[src/hw/rtl/u8v_pkg.sv]
// Shared types and constants for the UTF-8 stream validator.
// No dependencies; imported by every module of the block.
package u8v_pkg;

  localparam int U8V_FIFO_DEPTH = 4;
  localparam int CP_W           = 21;

  localparam logic [CP_W-1:0] CP_MIN2 = CP_W'(32'h80);
  localparam logic [CP_W-1:0] CP_MIN3 = CP_W'(32'h800);
  localparam logic [CP_W-1:0] CP_MIN4 = CP_W'(32'h10000);
  localparam logic [CP_W-1:0] CP_MAX  = CP_W'(32'h10ffff);
  localparam logic [CP_W-1:0] SUR_LO  = CP_W'(32'hd800);
  localparam logic [CP_W-1:0] SUR_HI  = CP_W'(32'hdfff);

  localparam logic [2:0] LEN1 = 3'd1;
  localparam logic [2:0] LEN2 = 3'd2;
  localparam logic [2:0] LEN3 = 3'd3;
  localparam logic [2:0] LEN4 = 3'd4;

  typedef enum logic [2:0] {
    CLS_ASCII,
    CLS_LEAD2,
    CLS_LEAD3,
    CLS_LEAD4,
    CLS_CONT,
    CLS_BAD
  } u8v_cls_t;

  typedef struct packed {
    u8v_cls_t   cls;
    logic [6:0] bits;
    logic       last;
  } u8v_entry_t;

  typedef struct packed {
    logic full;
    logic empty;
  } u8v_fifo_stat_t;

endpackage

[src/hw/rtl/u8v_front.sv]
// Front end: takes input bytes and classifies each one for the queue.
// Depends on u8v_pkg.
module u8v_front
  import u8v_pkg::*;
(
  input  logic           s_tvalid,
  output logic           s_tready,
  input  logic [7:0]     s_tdata,
  input  logic           s_tlast,
  input  u8v_fifo_stat_t stat,
  output logic           push,
  output u8v_entry_t     entry
);

  u8v_cls_t cls;

  always_comb begin
    priority casez (s_tdata)
      8'b0???????: cls = CLS_ASCII;
      8'b10??????: cls = CLS_CONT;
      8'b110?????: cls = CLS_LEAD2;
      8'b1110????: cls = CLS_LEAD3;
      8'b11110???: cls = CLS_LEAD4;
      default:     cls = CLS_BAD;
    endcase
  end

  always_comb begin
    entry.cls  = cls;
    entry.last = s_tlast;
    unique case (cls)
      CLS_ASCII: entry.bits = s_tdata[6:0];
      CLS_LEAD2: entry.bits = {2'b00, s_tdata[4:0]};
      CLS_LEAD3: entry.bits = {3'b000, s_tdata[3:0]};
      CLS_LEAD4: entry.bits = {4'b0000, s_tdata[2:0]};
      CLS_CONT:  entry.bits = {1'b0, s_tdata[5:0]};
      default:   entry.bits = '0;
    endcase
  end

  assign s_tready = !stat.full;
  assign push     = s_tvalid && !stat.full;

endmodule

[src/hw/rtl/u8v_fifo.sv]
// Short queue of classified bytes between front and back end.
// Depends on u8v_pkg.
module u8v_fifo
  import u8v_pkg::*;
#(
  parameter int DEPTH = U8V_FIFO_DEPTH
) (
  input  logic           clk,
  input  logic           rst,
  input  logic           push,
  input  u8v_entry_t     wr_entry,
  input  logic           pop,
  output u8v_entry_t     rd_entry,
  output u8v_fifo_stat_t stat
);

  localparam int AW = (DEPTH > 1) ? $clog2(DEPTH) : 1;
  localparam int CW = $clog2(DEPTH + 1);

  u8v_entry_t    mem [DEPTH];
  logic [AW-1:0] wr_ptr;
  logic [AW-1:0] rd_ptr;
  logic [CW-1:0] count;

  always_ff @(posedge clk) begin
    if (push) begin
      mem[wr_ptr] <= wr_entry;
    end
  end

  always_ff @(posedge clk) begin
    if (rst) begin
      wr_ptr <= '0;
      rd_ptr <= '0;
      count  <= '0;
    end else begin
      if (push) begin
        wr_ptr <= (wr_ptr == AW'(DEPTH - 1)) ? '0 : wr_ptr + 1'b1;
      end
      if (pop) begin
        rd_ptr <= (rd_ptr == AW'(DEPTH - 1)) ? '0 : rd_ptr + 1'b1;
      end
      if (push && !pop) begin
        count <= count + 1'b1;
      end else if (pop && !push) begin
        count <= count - 1'b1;
      end
    end
  end

  assign rd_entry   = mem[rd_ptr];
  assign stat.full  = (count == CW'(DEPTH));
  assign stat.empty = (count == '0);

endmodule

[src/hw/rtl/u8v_back.sv]
// Back end: decodes queued bytes, checks code points, registers the verdict.
// Depends on u8v_pkg.
module u8v_back
  import u8v_pkg::*;
(
  input  logic           clk,
  input  logic           rst,
  input  u8v_entry_t     entry,
  input  u8v_fifo_stat_t stat,
  output logic           pop,
  output logic           m_tvalid,
  input  logic           m_tready,
  output logic [7:0]     m_tdata
);

  logic [1:0]      bytes_pending;
  logic [2:0]      sequence_length;
  logic [CP_W-1:0] code_point_acc;
  logic            error_seen;
  logic            string_valid;

  logic [1:0]      bytes_pending_next;
  logic [2:0]      sequence_length_next;
  logic [CP_W-1:0] code_point_acc_next;
  logic            error_seen_next;
  logic [CP_W-1:0] cp_shifted;
  logic            cp_bad;

  assign pop = !stat.empty && (!m_tvalid || m_tready);

  assign cp_shifted = {code_point_acc[CP_W-7:0], entry.bits[5:0]};

  always_comb begin
    unique case (sequence_length)
      LEN2:    cp_bad = cp_shifted < CP_MIN2;
      LEN3:    cp_bad = cp_shifted < CP_MIN3;
      LEN4:    cp_bad = cp_shifted < CP_MIN4;
      default: cp_bad = 1'b0;
    endcase
    if (cp_shifted > CP_MAX) begin
      cp_bad = 1'b1;
    end
    if (cp_shifted >= SUR_LO && cp_shifted <= SUR_HI) begin
      cp_bad = 1'b1;
    end
  end

  always_comb begin
    bytes_pending_next   = bytes_pending;
    sequence_length_next = sequence_length;
    code_point_acc_next  = code_point_acc;
    error_seen_next      = error_seen;
    if (!error_seen) begin
      if (bytes_pending == 2'd0) begin
        unique case (entry.cls)
          CLS_ASCII: begin
            sequence_length_next = LEN1;
            code_point_acc_next  = CP_W'(entry.bits);
          end
          CLS_LEAD2: begin
            sequence_length_next = LEN2;
            code_point_acc_next  = CP_W'(entry.bits);
            bytes_pending_next   = 2'd1;
          end
          CLS_LEAD3: begin
            sequence_length_next = LEN3;
            code_point_acc_next  = CP_W'(entry.bits);
            bytes_pending_next   = 2'd2;
          end
          CLS_LEAD4: begin
            sequence_length_next = LEN4;
            code_point_acc_next  = CP_W'(entry.bits);
            bytes_pending_next   = 2'd3;
          end
          default: begin
            error_seen_next = 1'b1;
          end
        endcase
      end else if (entry.cls != CLS_CONT) begin
        error_seen_next    = 1'b1;
        bytes_pending_next = 2'd0;
      end else begin
        code_point_acc_next = cp_shifted;
        bytes_pending_next  = bytes_pending - 2'd1;
        if (bytes_pending_next == 2'd0 && cp_bad) begin
          error_seen_next = 1'b1;
        end
      end
    end
  end

  always_ff @(posedge clk) begin
    if (rst) begin
      bytes_pending   <= '0;
      sequence_length <= '0;
      code_point_acc  <= '0;
      error_seen      <= 1'b0;
      m_tvalid        <= 1'b0;
    end else begin
      if (pop && entry.last) begin
        m_tvalid <= 1'b1;
      end else if (m_tready) begin
        m_tvalid <= 1'b0;
      end
      if (pop) begin
        if (entry.last) begin
          bytes_pending   <= '0;
          sequence_length <= '0;
          code_point_acc  <= '0;
          error_seen      <= 1'b0;
        end else begin
          bytes_pending   <= bytes_pending_next;
          sequence_length <= sequence_length_next;
          code_point_acc  <= code_point_acc_next;
          error_seen      <= error_seen_next;
        end
      end
    end
  end

  always_ff @(posedge clk) begin
    if (pop && entry.last) begin
      string_valid <= !error_seen_next && (bytes_pending_next == 2'd0);
    end
  end

  assign m_tdata = {7'b0, string_valid};

endmodule

[src/hw/rtl/utf8_stream_validator.sv]
// Top level of the UTF-8 stream validator: front end, queue, back end.
// Depends on u8v_pkg, u8v_front, u8v_fifo, u8v_back.
//
// channel   dir  handshake           payload
// s_*       in   s_tvalid/s_tready   s_tdata = data_byte, s_tlast = end_of_string
// m_*       out  m_tvalid/m_tready   m_tdata[0] = string_valid
//
// One item per cycle sustained while the output is not stalled; a byte is
// stored in the queue before it decodes, and a verdict is shown in the cycle after
// its final byte decodes. The back end updates decode state once per popped byte.
// Synchronous reset clears the queue, decode state and output valid.
// A stalled output holds the verdict; the queue of FIFO_DEPTH items keeps
// input flowing until it fills.
module utf8_stream_validator
  import u8v_pkg::*;
#(
  parameter int FIFO_DEPTH = U8V_FIFO_DEPTH
) (
  input  logic       clk,
  input  logic       rst,
  input  logic       s_tvalid,
  output logic       s_tready,
  input  logic [7:0] s_tdata,   // [7:0] data_byte
  input  logic       s_tlast,
  output logic       m_tvalid,
  input  logic       m_tready,
  output logic [7:0] m_tdata    // [0] string_valid, [7:1] zero
);

  u8v_fifo_stat_t stat;
  u8v_entry_t     wr_entry;
  u8v_entry_t     rd_entry;
  logic           push;
  logic           pop;

  u8v_front u_front (
    .s_tvalid (s_tvalid),
    .s_tready (s_tready),
    .s_tdata  (s_tdata),
    .s_tlast  (s_tlast),
    .stat     (stat),
    .push     (push),
    .entry    (wr_entry)
  );

  u8v_fifo #(
    .DEPTH (FIFO_DEPTH)
  ) u_fifo (
    .clk      (clk),
    .rst      (rst),
    .push     (push),
    .wr_entry (wr_entry),
    .pop      (pop),
    .rd_entry (rd_entry),
    .stat     (stat)
  );

  u8v_back u_back (
    .clk      (clk),
    .rst      (rst),
    .entry    (rd_entry),
    .stat     (stat),
    .pop      (pop),
    .m_tvalid (m_tvalid),
    .m_tready (m_tready),
    .m_tdata  (m_tdata)
  );

`ifndef ASSERT_OFF
  a_pop_nonempty: assert property (@(posedge clk) disable iff (rst)
    pop |-> !stat.empty)
    else $error("pop from empty queue");

  a_stat_sane: assert property (@(posedge clk) disable iff (rst)
    !(stat.full && stat.empty))
    else $error("queue both full and empty");

  a_pop_room: assert property (@(posedge clk) disable iff (rst)
    pop |-> (!m_tvalid || m_tready))
    else $error("decode while verdict blocked");

  a_last_gives_verdict: assert property (@(posedge clk) disable iff (rst)
    (pop && rd_entry.last) |=> m_tvalid)
    else $error("final byte gave no verdict");
`endif

endmodule
[config.mk]
export PLATFORM = sky130hd
export DESIGN_NAME = utf8_stream_validator
export DESIGN_NICKNAME = d
export VERILOG_FILES = /design/src/hw/rtl/u8v_pkg.sv /design/src/hw/rtl/u8v_front.sv /design/src/hw/rtl/u8v_fifo.sv /design/src/hw/rtl/u8v_back.sv /design/src/hw/rtl/utf8_stream_validator.sv
export SDC_FILE = /design/constraint.sdc
export NUM_CORES = 1
export LEC_CHECK = 0
export ABC_AREA = 1
export BUFFER_PORTS_ARGS = -buffer_cell sky130_fd_sc_hd__buf_4
export CORE_ASPECT_RATIO = 0.9
export CORE_MARGIN = 5
export CORE_UTILIZATION = 60
export CTS_BUF_LIST = sky130_fd_sc_hd__clkbuf_8
export CTS_CLUSTER_DIAMETER = 40
export DETAILED_ROUTE_END_ITERATION = 7
export PLACE_DENSITY = 0.79
export SYNTH_ARGS = -nofsm -noshare
export SYNTH_HDL_FRONTEND = slang
export SYNTH_HIERARCHICAL = 1
export SYNTH_SLANG_ARGS = --single-unit
[constraint.sdc]
create_clock -name clk -period 2 [get_ports clk]
set_input_delay 0.4 -clock clk [delete_from_list [all_inputs] [get_ports clk]]
set_output_delay 0.4 -clock clk [all_outputs]
set_load 0.01 [all_outputs]
==> flow_metrics.py <==
metrics = {
    "timing": {
        "max_clock_freq_mhz": 497,
        "finalClockSkew_ns": 0.00866,
        "setup_viol": 1,
        "timing.final.crit_share": 1.01,
        "hold_violations": 0,
        "final_period_minus_worst_setup_slack_ns": 2.01,
        "relative_max_transition_margin": 0.633,
        "postLayoutSetupSlackWorst_ns": -0.0108,
        "timing_max_transition_violations_final": 0,
        "max_slew.worst_pin.slew_ns": 0.548,
    },
    "pwr": {
        "p_leak_nw": 1.63,
        "netSwitchingPower_mw": 2.71,
        "p_int_mw": 3.80,
        "p_comb_frac": 0.483,
        "clock_share_of_power": 0.172,
        "peakVddDrop_mv": 0.896,
        "power.switching_fraction": 0.416,
        "power.density_cell_area_nw_per_um2": 1660,
        "sequentialPowerShare": 0.345,
    },
    "grt": {
        "grt_antenna_before_repair": 0,
        "grtUsageTotal": 0.195,
        "grt_overflow_total": 0,
        "first_global_vias": 2499,
        "first_pass_grt_wire_length_um": 11300,
        "grt_max_degree": 18,
    },
    "yosys": {
        "synth-adder-area-share": 0.0345,
        "synth-seq-cells": 76,
        "synth.area.mux_share": 0,
        "yosys_warnings": 6,
        "netlist_instances": 371,
        "synthXorXnorAreaFrac": 0.00251,
        "syn_area_per_cell_um2": 9.40,
        "synthDistinctLibCells": 35,
        "synth-compound-area-share": 0.149,
        "synth_simple_gate_area_share": 0.157,
        "seq_total_area_yosys": 0.566,
        "syn_area_um2": 3490,
        "main_combinational_cell_family_by_area_after_synthesis": "simple AND/OR/NAND/NOR gates",
    },
    "critical_path": {
        "worstRegToRegCells": 9,
        "critical-path-slowest-cell": "dfxtp_1",
        "worst_setup_path_start_kind": "flop",
        "r2r_start": "u_fifo/count[1]$_SDFFE_PP0P_",
        "crit_fanout": 4,
        "crit_required_ns": 2.23,
        "type_of_the_worst_setup_path": "reg -> reg",
        "worstReg2RegEnd": "u_fifo/count[1]$_SDFFE_PP0P_",
        "crit_path_cell_trace": "nor3_2 > buf_4 > a21oi_4 > inv_2 > ha_1 > inv_1 > fa_1 > o21ai_0 > nor2_1",
        "cp.arrival_ns": 2.24,
        "end_kind": "flop",
        "timing.reg2reg.setup_slack_ns": -0.01,
        "critPathMaxStageDelay_ns": 0.44,
    },
    "detailed_routing": {
        "drt_first_iter_violations": 159,
        "detailed_route_wire_length_um": 7010,
        "routed-via-count": 2578,
        "routedWlPerCell_um": 14.8,
        "route.detailed.vias_per_inst": 5.43,
        "detail_route.first_pass.iterations": 4,
        "antenna_violating_nets_post_route": 0,
        "post-route-drc-count": 0,
    },
    "hold_path": {
        "whs_endpoint": "u_fifo/mem[0][0]$_DFFE_PP_",
        "hold-path-cell-count": 1,
        "min-delay-path-class": "in -> reg",
        "min_from": "s_tlast",
    },
    "die": {
        "start_util": 0.616,
        "die_width_um": 90.3,
        "core.rowCount": 26,
        "die_area_um2": 7440,
        "core-area_um2": 5660,
        "design.portCount": 23,
        "die_h_um": 82.3,
    },
    "placed_design": {
        "place.gp.congestion": 0.920,
        "dpl.hpwl_um": 4700,
        "minimum_setup_slack_after_placement_ns": 0.115,
        "placedCellCount": 457,
        "portBuffers": 15,
        "placedInstanceArea_um2": 3660,
    },
    "cells_and_area": {
        "stdcell_count": 475,
        "design_area_um2": 3920,
        "final_common_cell": "nor2_1",
        "fin_nets": 422,
        "areaGrowthSynthToFinish_pct": 12.5,
        "antenna-diode-count": 0,
        "post_route_cells_drive_above_1_share": 0.185,
        "most-common-layout-cells": "nor2_1 (65), edfxtp_1 (45), nand2_1 (41)",
    },
    "cts": {
        "cts_buffers": 9,
        "cts.sinks": 76,
        "cts.htree.levels": 3,
        "clock-root-buffer": "clkbuf_8",
        "hold_buffers": 0,
        "cts_tree": "built",
        "clock_insertion_delay_worst_skew_ns": 0.34,
        "clk_pin_slew_ns": 0.08,
        "clockBufferDepth": 2,
    },
    "job": {
        "max_cap_viol_count": 0,
    },
    "run_status": {
        "status": "finished, violations left",
        "violated_checks": "setup timing",
    },
}
what timing repair did:
action / CTS / global route
hold endpoints to repair: 0 / 0
setup buffers: 0 / 1
endpoints found under the setup margin: 0 / 21
resized for setup: 0 / 17
cell usage after synthesis:
cell type  instances  area (um2)
a21oi_1           29         145
a21oi_4            1        16.3
and2_1             1        6.26
buf_2              2        10.0
buf_4             10        75.1
buf_6              5        56.3
clkbuf_2           1        5.00
conb_1             1        3.75
dfxtp_1           31         621
edfxtp_1          45        1350
fa_1               1        20.0
ha_1               8         100
inv_1             38         143
inv_2              5        18.8
inv_4              1        6.26
nand2_1           41         154
nand2_2            1        6.26
nand2_4            1        11.3
nand3_1            5        25.0
nand3_2            1        10.0
nand3b_1           1        7.51
nand4_1            3        18.8
nor2_1            66         248
nor2_2             1        6.26
nor2_4             2        22.5
nor3_1             5        25.0
o211a_1            1        10.0
o211ai_1           4        30.0
o21ai_0           17        85.1
o21ai_1           28         140
o21ai_2            1        8.76
o21ai_4            1        16.3
o22ai_1           11        68.8
or2_2              1        6.26
xor2_1             1        8.76
worst max-delay path, delay by kind of cell, from the launching register on:
kind | cells | cell delay (ns)
buf+inv | 3 | 0.31
simple gates | 2 | 0.15
fa+ha+maj | 2 | 0.63
flops | 1 | 0.44
compound gates | 2 | 0.39
cell families (layout without fill, tap and decap cells):
group           count (synthesis)  count (layout)
compound gates                 93              94
buf+inv                        62              89
fa+ha+maj                       9               9
xor+xnor                        1               1
simple gates                  129             129
other cells                     1               7
flops                          76              76
layer usage:
layer / GRT usage / wire length (um) / up-vias
li1: - / - / 1294
met1: 0.243 / 3150 / 1203
met2: 0.330 / 3400 / 73
met3: 0.0616 / 384 / 8
met4: 0.0580 / 74 / 0
met5: 0 / 0 / -
state kept, by name, summed over array words and instances (netlist names), named ones only:
name	count
u_back/code_point_acc	15
u_fifo/wr_ptr	2
u_back/error_seen	1
u_back/m_tvalid	1
u_back/bytes_pending	2
u_back/string_valid	1
u_fifo/count	3
u_fifo/mem	44
u_fifo/rd_ptr	2
u_back/sequence_length	3
how the worst max path moves through the flow:
stage / start / end / slack (ns) / cells past startpoint
finish: u_fifo/count[1]$_SDFFE_PP0P_ / u_fifo/count[1]$_SDFFE_PP0P_ / -0.01 / 9
global route: u_fifo/count[1]$_SDFFE_PP0P_ / u_fifo/count[1]$_SDFFE_PP0P_ / -0.16 / 9
CTS: flop / u_back/code_point_acc[9]$_SDFFE_PP0P_ / 0.09 / 9
detailed placement: flop / u_back/code_point_acc[9]$_SDFFE_PP0P_ / 0.12 / 8
global placement: u_fifo/count[1]$_SDFFE_PP0P_ / u_fifo/count[2]$_SDFFE_PP0P_ / 0.13 / 13
floorplan: u_fifo/count[1]$_SDFFE_PP0P_ / u_fifo/count[2]$_SDFFE_PP0P_ / 0.19 / 12
area by class of cell:
cell class                 instances  area, um2
clock inverter                     7       67.6
timing repair buffer              29        221
tap                               70       87.6
fill                             431       1740
clock buffer                       9        124
sequential                        76       1980
inverter                          44        168
multi-input combinational        240       1280
power by group through the flow:
stage / Clock, mW / Combinational (mW) / Sequential [mW]
floorplan: 0 / 2.28 / 2.20
global placement: 0 / 2.78 / 2.25
detailed placement: 0 / 2.88 / 2.26
CTS: 1.14 / 2.90 / 2.22
global route: 1.22 / 3.53 / 2.29
finish: 1.12 / 3.15 / 2.25
through the flow:
step	hold slack, ns	setup TNS [ns]	util	total power [mW]
after floorplan	0.437	0	-	4.48
after global placement	0.452	0	0.647	5.03
after detailed placement	0.458	0	0.647	5.14
after CTS	0.252	0	0.680	6.27
after global routing	0.251	-0.717	0.693	7.04
final	0.266	-0.0108	0.693	6.52
Note: power is estimated with default switching activity, not from simulation.
